## config.mk

```make
export PLATFORM = sky130hd
export DESIGN_NAME = fpap_queue
export DESIGN_NICKNAME = d
export VERILOG_FILES = /design/src/rtl/fpap_queue.sv
export SDC_FILE = /design/constraint.sdc
export NUM_CORES = 1
export LEC_CHECK = 0
export BUFFER_PORTS_ARGS = -buffer_cell sky130_fd_sc_hd__clkbuf_2
export CAP_MARGIN = 40
export CORE_ASPECT_RATIO = 0.9
export CORE_MARGIN = 1
export CORE_UTILIZATION = 50
export DETAILED_ROUTE_END_ITERATION = 6
export PLACE_DENSITY_LB_ADDON = 0.15
export SLEW_MARGIN = 30
export SYNTH_ARGS = -nofsm -noshare
export SYNTH_HDL_FRONTEND = slang
export SYNTH_SLANG_ARGS = --single-unit
export TNS_END_PERCENT = 10
```

## constraint.sdc

```tcl
create_clock -name clock -period 2.1 [get_ports clock]
set_input_delay 0.21 -clock clock [delete_from_list [all_inputs] [get_ports clock]]
set_output_delay 0.21 -clock clock [all_outputs]
set_load 0.01 [all_outputs]
```

## src/rtl/fpap_queue.sv

```systemverilog
// ----------------------------------------------------------------------------
// fpap_queue: short queue between front and back
// Small flop queue that lets each side stall on its own.
// ----------------------------------------------------------------------------
`default_nettype none

module fpap_queue #(
   parameter int WIDTH = 16,
   parameter int DEPTH = 4
) (
   input  wire logic             clock,
   input  wire logic             reset,
   input  wire logic             push,
   input  wire logic [WIDTH-1:0] push_data,
   output logic                  full,
   input  wire logic             pop,
   output logic                  empty,
   output logic      [WIDTH-1:0] head
);
   localparam int PW = (DEPTH > 1) ? $clog2(DEPTH) : 1;

   logic [WIDTH-1:0] data_ff [DEPTH];
   logic [PW-1:0]    wr_ptr_ff, wr_ptr_in;
   logic [PW-1:0]    rd_ptr_ff, rd_ptr_in;
   logic [PW:0]      count_ff, count_in;
   logic             do_push, do_pop;

   assign full    = (count_ff == (PW+1)'(DEPTH));
   assign empty   = (count_ff == '0);
   assign head    = data_ff[rd_ptr_ff];
   assign do_push = push && !full;
   assign do_pop  = pop && !empty;

   always_comb begin
      wr_ptr_in = wr_ptr_ff;
      rd_ptr_in = rd_ptr_ff;
      if (do_push) wr_ptr_in = (wr_ptr_ff == PW'(DEPTH - 1)) ? '0 : wr_ptr_ff + 1'b1;
      if (do_pop)  rd_ptr_in = (rd_ptr_ff == PW'(DEPTH - 1)) ? '0 : rd_ptr_ff + 1'b1;
      count_in = count_ff + (PW+1)'(do_push) - (PW+1)'(do_pop);
   end

   always_ff @(posedge clock) begin
      if (reset) begin
         wr_ptr_ff <= '0;
         rd_ptr_ff <= '0;
         count_ff  <= '0;
      end else begin
         wr_ptr_ff <= wr_ptr_in;
         rd_ptr_ff <= rd_ptr_in;
         count_ff  <= count_in;
      end
      if (do_push) data_ff[wr_ptr_ff] <= push_data;
   end
endmodule

`default_nettype wire

```

# Word level (Yosys, flattened, before mapping)
# Memories as Yosys holds them, arrays and structs flattened. A register that Yosys moved wholly into a read port is not among the register bits.
# Index checks and enable logic that the tools add are counted.
[totals] regBits=7 ram_bits=64 inputBits=20 out_inout_bits=18 wordCells=22 memories=1
[mem_list] name="data_ff" words=4 width=16 read_ports=1 rd_ports_with_merged_regs=1 write_ports=1 line_no="22" source="logic [WIDTH-1:0] data_ff [DEPTH];"
[op_classes] add_sub_neg=4 n_eq_ne=3 mux=6 n_reduce_logical=5
[ops] operator="two-way mux 2 bit" count=4
[ops] operator="adder 2 x 1 -> 2 bit, second input constant" count=2
[ops] operator="== test 2 bit, second input constant" count=2
[ops] operator="adder 3 x 1 -> 3 bit" count=1
[ops] operator="== test 3 bit, second input constant" count=1
[ops] operator="logical NOT 3 bit" count=1
[ops] operator="subtractor 3 x 1 -> 3 bit" count=1
[ops] operator="logical AND 1 bit" count=2
[ops] operator="logical NOT 1 bit" count=2
[ops] operator="two-way mux 1 bit" count=2

# Depth between registers and ports, before layout
# Gate-level depths: netlist of the first run.
[depth] depth_word=5 mapped_depth=11 depth_no_buf=10

# Worst setup path before layout of the first run
# No wires, ideal clock.
[synth_timing] kind="register to register" start="register count_ff[2]" end="register count_ff[2]" setup_time_ps=115 arrival_ps=2071 required_time_ps=1985 setup_slack_ps=-86 path_stages_with_launch=12 n_path_buf=1 period_less_slack_ps=2186 path_cell_list="dfxtp_1 -> or3b_1 -> buf_6 -> and2_4 -> inv_1 -> ha_1 -> inv_1 -> ha_1 -> fa_1 -> xnor2_1 -> xnor2_1 -> nor2_1"
[synth_via] elab_chain_cells=5 elab_cells_between_ends=8 classes_between="add/sub (2); eq/ne (1); reduce/logical (5)"
[synth_rtl] element="start, declared" line_no="25" source="logic [PW:0] count_ff, count_in;"
[synth_rtl] element="start signal, assigned" line_no="50" source="count_ff <= count_in;"
[synth_rtl] element="== test 3 bit" line_no="28" source="assign full = (count_ff == (PW+1)'(DEPTH));"
[synth_rtl] element="logical NOT 1 bit" line_no="31" source="assign do_push = push && !full;"
[synth_rtl] element="logical AND 1 bit" line_no="31"
[synth_rtl] element="adder 3 x 1 -> 3 bit" line_no="39" source="count_in = count_ff + (PW+1)'(do_push) - (PW+1)'(do_pop);"
[synth_rtl] element="subtractor 3 x 1 -> 3 bit *" line_no="39"
# Every way passes the cells marked *; elsewhere a longest branch is shown, timed or not.
# A chain may end at the register's enable or synchronous reset.

# Worst setup path in the final report of the first run
[layout_timing] start="register count_ff[0]" end="register count_ff[2]"
# Same word-level chain as after synthesis.

==> impl_metrics.json, run 1 <==
{
  "status": "completed",
  "dp_hpwl_um": 2760,
  "endpoint_kind": "register",
  "grt_max_degree": 17,
  "worstPathRequired_ns": 2.31,
  "vias": 1360,
  "mostFrequentLayoutCells": "edfxtp_1 (64), clkbuf_2 (37), mux4_2 (16)",
  "cts_max_level": 3,
  "synthCells": 134,
  "tightest_slew_ns": 0.435,
  "hold_class": "in -> reg",
  "place_area_mm2": 0.00310,
  "crit_type": "reg -> reg",
  "fin_crit_sh": 0.982,
  "fillers": 392,
  "setup_viol": 0,
  "core_area_mm2": 0.00532,
  "via_per_inst": 5.31,
  "maxSlewViolCount": 0,
  "r2r-end": "count_ff[2]$_SDFF_PP0_",
  "r2r-start": "count_ff[0]$_SDFF_PP0_",
  "initial_core_util": 0.525,
  "rsz0062_at_grt": "yes",
  "grt-ovfl-total": 0,
  "die_w_um": 80.8,
  "cts_inserted_buffers": 9,
  "design_area_mm2": 0.00328,
  "nets": 212,
  "diodes": 0,
  "post-route-util": 0.616,
  "ctsRootBufferMaster": "clkbuf_8",
  "max-slew-margin-rel": 0.710,
  "max_stage_delay_ns": 0.40,
  "portBuffers": 37,
  "stdcell_count": 256,
  "maxCapViolations": 0,
  "clock-sinks": 73,
  "r2r_slack_ns": 0.04,
  "start_kind": "register",
  "cp_cell_sequence": "or3b_4 > and2_4 > inv_2 > ha_1 > inv_1 > ha_2 > fa_2 > xnor2_2 > xnor2_1 > nor2_1",
  "fmax_mhz": 485,
  "die_h_um": 72.9,
  "grt_pass1_wl_um": 6960,
  "critPathLaunch": "count_ff[0]$_SDFF_PP0_",
  "finalHoldViolations": 0,
  "ys_warn_count": 0,
  "yosys.cell_types.count": 26,
  "holdBufCountCts": 0,
  "rows": 25,
  "drive_gt1_frac": 0.450,
  "clkSlewWorstSetupHoldPaths_ns": 0.07,
  "fin_skew_ns": 0.00875,
  "ant_nets": 0,
  "antenna_found_initial": 0,
  "syn_area_per_cell_um2": 20.9,
  "insertion_delay_ns": 0.32,
  "power.leakage_nw": 1.19,
  "yosys_register_bits": 73,
  "holdCritStartpoint": "push_data[6]",
  "pwr_density_cell_mw_per_mm2": 1110,
  "path_max_fanout": 4,
  "drt_iter0_drc": 61,
  "routed_wl_um": 4220,
  "fin_tns_setup_ns": 0,
  "hold_depth": 1,
  "final_common_cell": "edfxtp_1",
  "die_area_mm2": 0.00589,
  "synth_area_mm2": 0.00279,
  "placedCellCount": 240,
  "cts_tree": "built",
  "area_growth_pct": 17.2,
  "wl_per_cell_um": 16.5,
  "fin_ws_ns": 0.0372,
  "gp_congestion": 0.699,
  "grt_pass1_vias": 1424,
  "reg2reg_depth": 10,
  "post-route-min-period_ns": 2.06,
  "seq_area_frac_synth": 0.752,
  "whs_endpoint": "data_ff[3][6]$_DFFE_PP_",
  "arrival_ns": 2.27,
  "grt.total_usage": 0.169,
  "syn-num-nets": 162,
  "clock_path_buffers": 2,
  "crit_path_top_delay_cell": "or3b_4",
  "firstDrtPassIters": 4,
  "cts_setup_buffers": 0,
  "place_ws_ns": -0.0359,
  "drc": 0,
  "peakVddDrop_mv": 0.542,
  "num_io_pins": 38
}
==> state kept, by name, indices dropped and copies added, names as in the netlist, named ones only <==
name	cells
wr_ptr_ff	2
rd_ptr_ff	2
data_ff	64
count_ff	3
==> metrics by stage <==
| step | power (mW) | hold WS [ns] |
|---|---|---|
| final | 3.63 | 0.107 |
| after global routing | 3.81 | 0.0893 |
| after CTS | 3.67 | 0.0872 |
| after detailed placement | 2.77 | 0.432 |
| after global placement | 2.72 | 0.422 |
| after floorplan | 2.46 | 0.269 |
==> cell type report <==
cell class                      count  area (µm²)  share of cell area
Multi-Input combinational cell     48         649               0.198
Clock buffer                       14         153              0.0466
Inverter                            8        30.0             0.00917
Clock inverter                      2        8.76             0.00267
Sequential cell                    73        2110               0.643
Tap cell                           67        83.8              0.0256
Timing Repair Buffer               44         245              0.0749
==> metal layers <==
| layer | up-vias | share of wire | GRT usage |
|---|---|---|---|
| met3 | 6 | 0.040 | 0.0413 |
| li1 | 631 | - | - |
| met4 | 0 | 0.013 | 0.0893 |
| met5 | - | 0 | 0 |
| met1 | 694 | 0.43 | 0.209 |
| met2 | 29 | 0.52 | 0.279 |
==> cell families after synthesis <==
logic type / after synthesis / share of synthesized area
xor gates and xnor gates: 2 / 0.00627
buffers and inverters: 13 / 0.0224
adders and majority gates: 8 / 0.0385
muxes: 17 / 0.133
AOI/OAI and AO/OA: 5 / 0.0134
DFF: 73 / 0.752
and+or+nand+nor: 16 / 0.0345
==> synthesized netlist by cell type, drive strengths merged <==
master | number | area [µm²]
nand2 | 1 | 3.75
a21o | 1 | 7.51
and2 | 1 | 8.76
nand3 | 2 | 10.0
a21oi | 2 | 10.0
or3b | 1 | 8.76
nor3 | 2 | 10.0
o31ai | 2 | 20.0
nor2 | 2 | 7.51
fa | 1 | 20.0
dfxtp | 9 | 180
inv | 8 | 30.0
mux2i | 1 | 10.0
edfxtp | 64 | 1920
and3 | 4 | 28.8
or3 | 1 | 6.26
xnor2 | 2 | 17.5
mux4 | 16 | 360
ha | 7 | 87.6
nor2b | 2 | 12.5
buf | 5 | 32.5
==> how the worst max path moves through the flow <==
stage	endpoint	slack [ns]
after global routing	count_ff[2]$_SDFF_PP0_	-0.03
after global placement	count_ff[2]$_SDFF_PP0_	0.07
final	count_ff[2]$_SDFF_PP0_	0.04
after CTS	count_ff[2]$_SDFF_PP0_	0.005
after floorplan	count_ff[2]$_SDFF_PP0_	-0.02
after detailed placement	count_ff[2]$_SDFF_PP0_	-0.04
==> repair_timing <==
action                     CTS  global route
resized for setup            3             1
setup endpoints to repair    1             2
pin swaps                    2             1
==> critical path: cells and delay by family, from the launching register on <==
kind | cells | cell delay (ns)
xor+xnor | 2 | 0.28
fa+ha+maj | 3 | 0.63
simple gates | 3 | 0.61
flops | 1 | 0.34
buf+inv | 2 | 0.08
==> power breakdown <==
| group | leakage, nW | internal (mW) | switching (mW) |
|---|---|---|---|
| Combinational | 0.448 | 0.460 | 0.441 |
| Sequential | 0.661 | 1.76 | 0.0625 |
| Clock | 0.0821 | 0.458 | 0.441 |
| Total | 1.19 | 2.68 | 0.944 |
No activity file was read; power rests on OpenSTA's default activity.
==> run 2: changes to the inputs <==
RECOVER_POWER = 50   (was unset)
==> impl_metrics.json, run 2 (same netlist as run 1, synthesis figures left out) <==
{
  "finalHoldViolations": 0,
  "vias": 1364,
  "status": "completed",
  "ctsRootBufferMaster": "clkbuf_8",
  "total_power_mw": 3.62,
  "drive_gt1_frac": 0.365,
  "area_growth_pct": 16.5,
  "grt-ovfl-total": 0,
  "clock_path_buffers": 2,
  "routed_wl_um": 4240,
  "fin_ws_ns": 0.0371,
  "cts_max_level": 3,
  "dp_hpwl_um": 2760,
  "cts_tree": "built",
  "cts_setup_buffers": 0,
  "route.met2.wl_um": 2190,
  "post-route-min-period_ns": 2.06,
  "core_area_mm2": 0.00532,
  "diodes": 0,
  "fin_crit_sh": 0.982,
  "grt_pass1_wl_um": 6960,
  "crit_type": "reg -> reg",
  "mostFrequentLayoutCells": "edfxtp_1 (64), clkbuf_2 (21), clkbuf_1 (20)",
  "drt_iter0_drc": 54,
  "die_w_um": 80.8,
  "setup_viol": 0,
  "clkSlewWorstSetupHoldPaths_ns": 0.07,
  "max-slew-margin-rel": 0.706,
  "fin_skew_ns": 0.00963,
  "place_ws_ns": -0.0359,
  "grt_max_degree": 17,
  "firstDrtPassIters": 4,
  "max_stage_delay_ns": 0.40,
  "cp_cell_sequence": "or3b_4 > and2_4 > inv_2 > ha_1 > inv_1 > ha_2 > fa_2 > xnor2_2 > xnor2_1 > nor2_1",
  "path_max_fanout": 4,
  "drc": 0,
  "maxCapViolations": 0,
  "wl_met3_um": 166,
  "insertion_delay_ns": 0.32,
  "portBuffers": 37,
  "top_regs": "data_ff: 64 flops, count_ff: 3 flops",
  "arrival_ns": 2.27,
  "power.leakage_nw": 1.14,
  "endpoint_kind": "register",
  "initial_core_util": 0.525,
  "num_io_pins": 38,
  "largest_reg_flops": 64,
  "rsz0062_at_grt": "yes",
  "drt-met1-wl_um": 1830,
  "clock-sinks": 73,
  "grt.total_usage": 0.169,
  "ant_nets": 0,
  "wl_per_cell_um": 16.6,
  "final_common_cell": "edfxtp_1",
  "pwr_density_cell_mw_per_mm2": 1110,
  "grt_pass1_vias": 1424,
  "crit_family": "adder cells",
  "fmax_mhz": 485,
  "peakVddDrop_mv": 0.541,
  "start_kind": "register",
  "nets": 212,
  "gp_congestion": 0.699,
  "regMostFlops": "data_ff",
  "die_area_mm2": 0.00589,
  "antenna_found_initial": 0,
  "fillers": 397,
  "die_h_um": 72.9,
  "maxSlewViolCount": 0,
  "crit_path_top_delay_cell": "or3b_4",
  "hold_class": "in -> reg",
  "top_layer": "met4",
  "worstPathRequired_ns": 2.31,
  "rows": 25,
  "cp_num_buf_inv": 2,
  "via_per_inst": 5.33,
  "cts_inserted_buffers": 9,
  "tightest_slew_ns": 0.440
}
## run 2: cell type report
cell class | count | area, µm² | area share
Sequential cell | 73 | 2110 | 0.647
Multi-Input combinational cell | 48 | 649 | 0.199
Timing Repair Buffer | 44 | 225 | 0.0692
Clock buffer | 14 | 153 | 0.0469
Tap cell | 67 | 83.8 | 0.0257
Inverter | 8 | 30.0 | 0.00922
Clock inverter | 2 | 8.76 | 0.00269
## run 2: final timing paths
| kind | startpoint | endpoint | slack, ns | depth (start not counted) |
|---|---|---|---|---|
| setup / recovery | count_ff[0]$_SDFF_PP0_ | count_ff[2]$_SDFF_PP0_ | 0.04 | 10 |
| hold / removal | push_data[6] | data_ff[3][6]$_DFFE_PP_ | 0.15 | 1 |
| setup reg to reg | count_ff[0]$_SDFF_PP0_ | count_ff[2]$_SDFF_PP0_ | 0.04 | 10 |
| hold reg to reg | rd_ptr_ff[0]$_SDFFE_PP0N_ | register | 0.51 | 2 |
## run 2: power by group
| part | internal (mW) | total, mW | switching, mW |
|---|---|---|---|
| combinational | 0.455 | 0.896 | 0.441 |
| sequential | 1.76 | 1.83 | 0.0624 |
| clock | 0.458 | 0.900 | 0.442 |
## run 2: layer usage
metal / up-vias / global-route usage
li1: 631 / -
met3: 6 / 0.0413
met5: - / 0
met4: 0 / 0.0893
met1: 698 / 0.209
met2: 29 / 0.279
## run 2: timing repair
action	CTS	global route
pin swaps	2	1
setup endpoints to repair	1	2
gates cloned	0	0
hold buffers	0	0
gates resized for setup	3	1
## run 2: through the flow
stage | std cells | hold slack, ns | area [µm²] | utilization | setup TNS, ns
4_1_cts | 256 | 0.0872 | 3270 | 0.615 | 0
5_1_grt | 256 | 0.131 | 3260 | 0.612 | -0.0322
2_1_floorplan | 134 | 0.269 | 2810 | - | -0.0248
3_5_place_dp | 240 | 0.432 | 3100 | 0.584 | -0.0359
6_report | 256 | 0.146 | 3260 | 0.612 | 0
3_3_place_gp | 239 | 0.422 | 3090 | 0.581 | 0
## run 2: worst register-to-register path: stages (launching register included)
cell and delay, ns:
dfxtp_2 0.34, or3b_4 0.40, and2_4 0.16, inv_2 0.04
ha_1 0.11, inv_1 0.04, ha_2 0.17, fa_2 0.35
xnor2_2 0.14, xnor2_1 0.14, nor2_1 0.06
==> run 3: changes to the inputs <==
CORE_UTILIZATION = 51   (was 50)
==> impl_metrics.json, run 3 (same netlist as run 1, synthesis figures left out) <==
{
  "drive_gt1_frac": 0.368,
  "rsz0062_at_grt": "yes",
  "ctsRootBufferMaster": "clkbuf_8",
  "portBuffers": 37,
  "clkSlewWorstSetupHoldPaths_ns": 0.07,
  "grt_max_degree": 17,
  "grt_pass1_wl_um": 6960,
  "nets": 213,
  "insertion_delay_ns": 0.33,
  "num_io_pins": 38,
  "clock_path_buffers": 2,
  "path_max_fanout": 4,
  "setup_viol": 0,
  "place_area_mm2": 0.00310,
  "regMostFlops": "data_ff",
  "tightest_slew_ns": 0.437,
  "gp_congestion": 0.688,
  "worstPathRequired_ns": 2.31,
  "hold_class": "in -> reg",
  "cts_tree": "built",
  "ant_nets": 0,
  "top_regs": "data_ff: 64 flops, count_ff: 3 flops",
  "design_area_mm2": 0.00325,
  "max-slew-margin-rel": 0.709,
  "fin_skew_ns": 0.00884,
  "area_growth_pct": 16.4,
  "start_kind": "register",
  "grt-ovfl-total": 0,
  "largest_reg_flops": 64,
  "final_common_cell": "edfxtp_1",
  "mostFrequentLayoutCells": "edfxtp_1 (64), clkbuf_1 (20), clkbuf_2 (20)",
  "fmax_mhz": 482,
  "drt_iter0_drc": 98,
  "maxCapViolations": 0,
  "cts_max_level": 3,
  "rows": 25,
  "initial_core_util": 0.532,
  "crit_type": "reg -> reg",
  "dp_hpwl_um": 3000,
  "peakVddDrop_mv": 0.659,
  "cts_inserted_buffers": 9,
  "power.leakage_nw": 1.15,
  "total_power_mw": 3.61,
  "antenna_found_initial": 0,
  "die_h_um": 72.2,
  "fin_crit_sh": 0.989,
  "status": "completed",
  "drc": 0,
  "arrival_ns": 2.29,
  "die_area_mm2": 0.00578,
  "grt_pass1_vias": 1459,
  "hold_slack_ns": 0.142,
  "grt.total_usage": 0.176,
  "maxSlewViolCount": 0,
  "firstDrtPassIters": 4,
  "finalHoldViolations": 0,
  "wl_per_cell_um": 17.7,
  "diodes": 0,
  "post-route-min-period_ns": 2.08,
  "core_area_mm2": 0.00526,
  "fillers": 383,
  "via_per_inst": 5.36,
  "crit_path_top_delay_cell": "or3b_4",
  "vias": 1378,
  "endpoint_kind": "register",
  "cp_cell_sequence": "or3b_4 > and2_4 > inv_2 > ha_1 > inv_1 > ha_2 > fa_2 > xnor2_2 > xnor2_1 > nor2_1",
  "die_w_um": 80.0,
  "pwr_density_cell_mw_per_mm2": 1110,
  "max_stage_delay_ns": 0.40,
  "routed_wl_um": 4540,
  "clock-sinks": 73
}
## run 3: cell count changes in the layout (fill, tap and decap cells not counted), sizes merged
cell	change
clkinv	+3
clkbuf	-2
## run 3: worst max-delay path, delay by kind of cell, from the launching register on
kind,cells,cell delay [ns]
DFF,1,0.35
and+or+nand+nor,3,0.62
xor gates and xnor gates,2,0.29
buffers and inverters,2,0.08
adders and majority gates,3,0.63
## run 3: layer usage
metal	vias to the layer above	wire, µm	share of wire	track usage
li1	636	-	-	-
met1	703	1890	0.42	0.208
met2	33	2410	0.53	0.301
met3	6	173	0.038	0.0403
met4	0	66	0.015	0.0933
met5	-	0	0	0
## run 3: power breakdown
| part | leakage [nW] | switching [mW] | internal (mW) |
|---|---|---|---|
| Clock | 0.0843 | 0.454 | 0.417 |
| Combinational | 0.400 | 0.453 | 0.453 |
| Sequential | 0.661 | 0.0690 | 1.76 |
| Total | 1.15 | 0.975 | 2.63 |
## run 3: per-stage QoR
step           setup TNS (ns)  worst slack [ns]  std cells   util
2_1_floorplan         -0.0248           -0.0248        134      -
3_5_place_dp          -0.0679           -0.0679        240  0.589
3_3_place_gp                0            0.0678        240  0.589
6_report                    0            0.0233        257  0.619
4_1_cts                     0            0.0133        256  0.620
5_1_grt               -0.0617           -0.0516        257  0.619
## run 3: repair_timing
item	4_1_cts	5_1_grt
pin swaps	3	0
hold buffers	0	0
gates resized for setup	3	1
setup buffers	0	0
setup endpoints to repair	1	2
## run 3: final cells by class
cell class,instances,area [µm²],area share
Clock buffer,11,131,0.0404
Inverter,8,30.0,0.00923
Timing Repair Buffer,45,228,0.0700
Multi-Input combinational cell,48,649,0.200
Tap cell,67,83.8,0.0258
Clock inverter,5,23.8,0.00731
Sequential cell,73,2110,0.648
## run 3: final timing paths
check	startpoint	to	slack, ns	depth (start not counted)
hold / removal	push_data[10]	data_ff[3][10]$_DFFE_PP_	0.14	1
setup / recovery	count_ff[0]$_SDFF_PP0_	count_ff[2]$_SDFF_PP0_	0.02	10
hold reg to reg	rd_ptr_ff[0]$_SDFFE_PP0N_	register	0.54	2
setup reg to reg	count_ff[0]$_SDFF_PP0_	count_ff[2]$_SDFF_PP0_	0.02	10
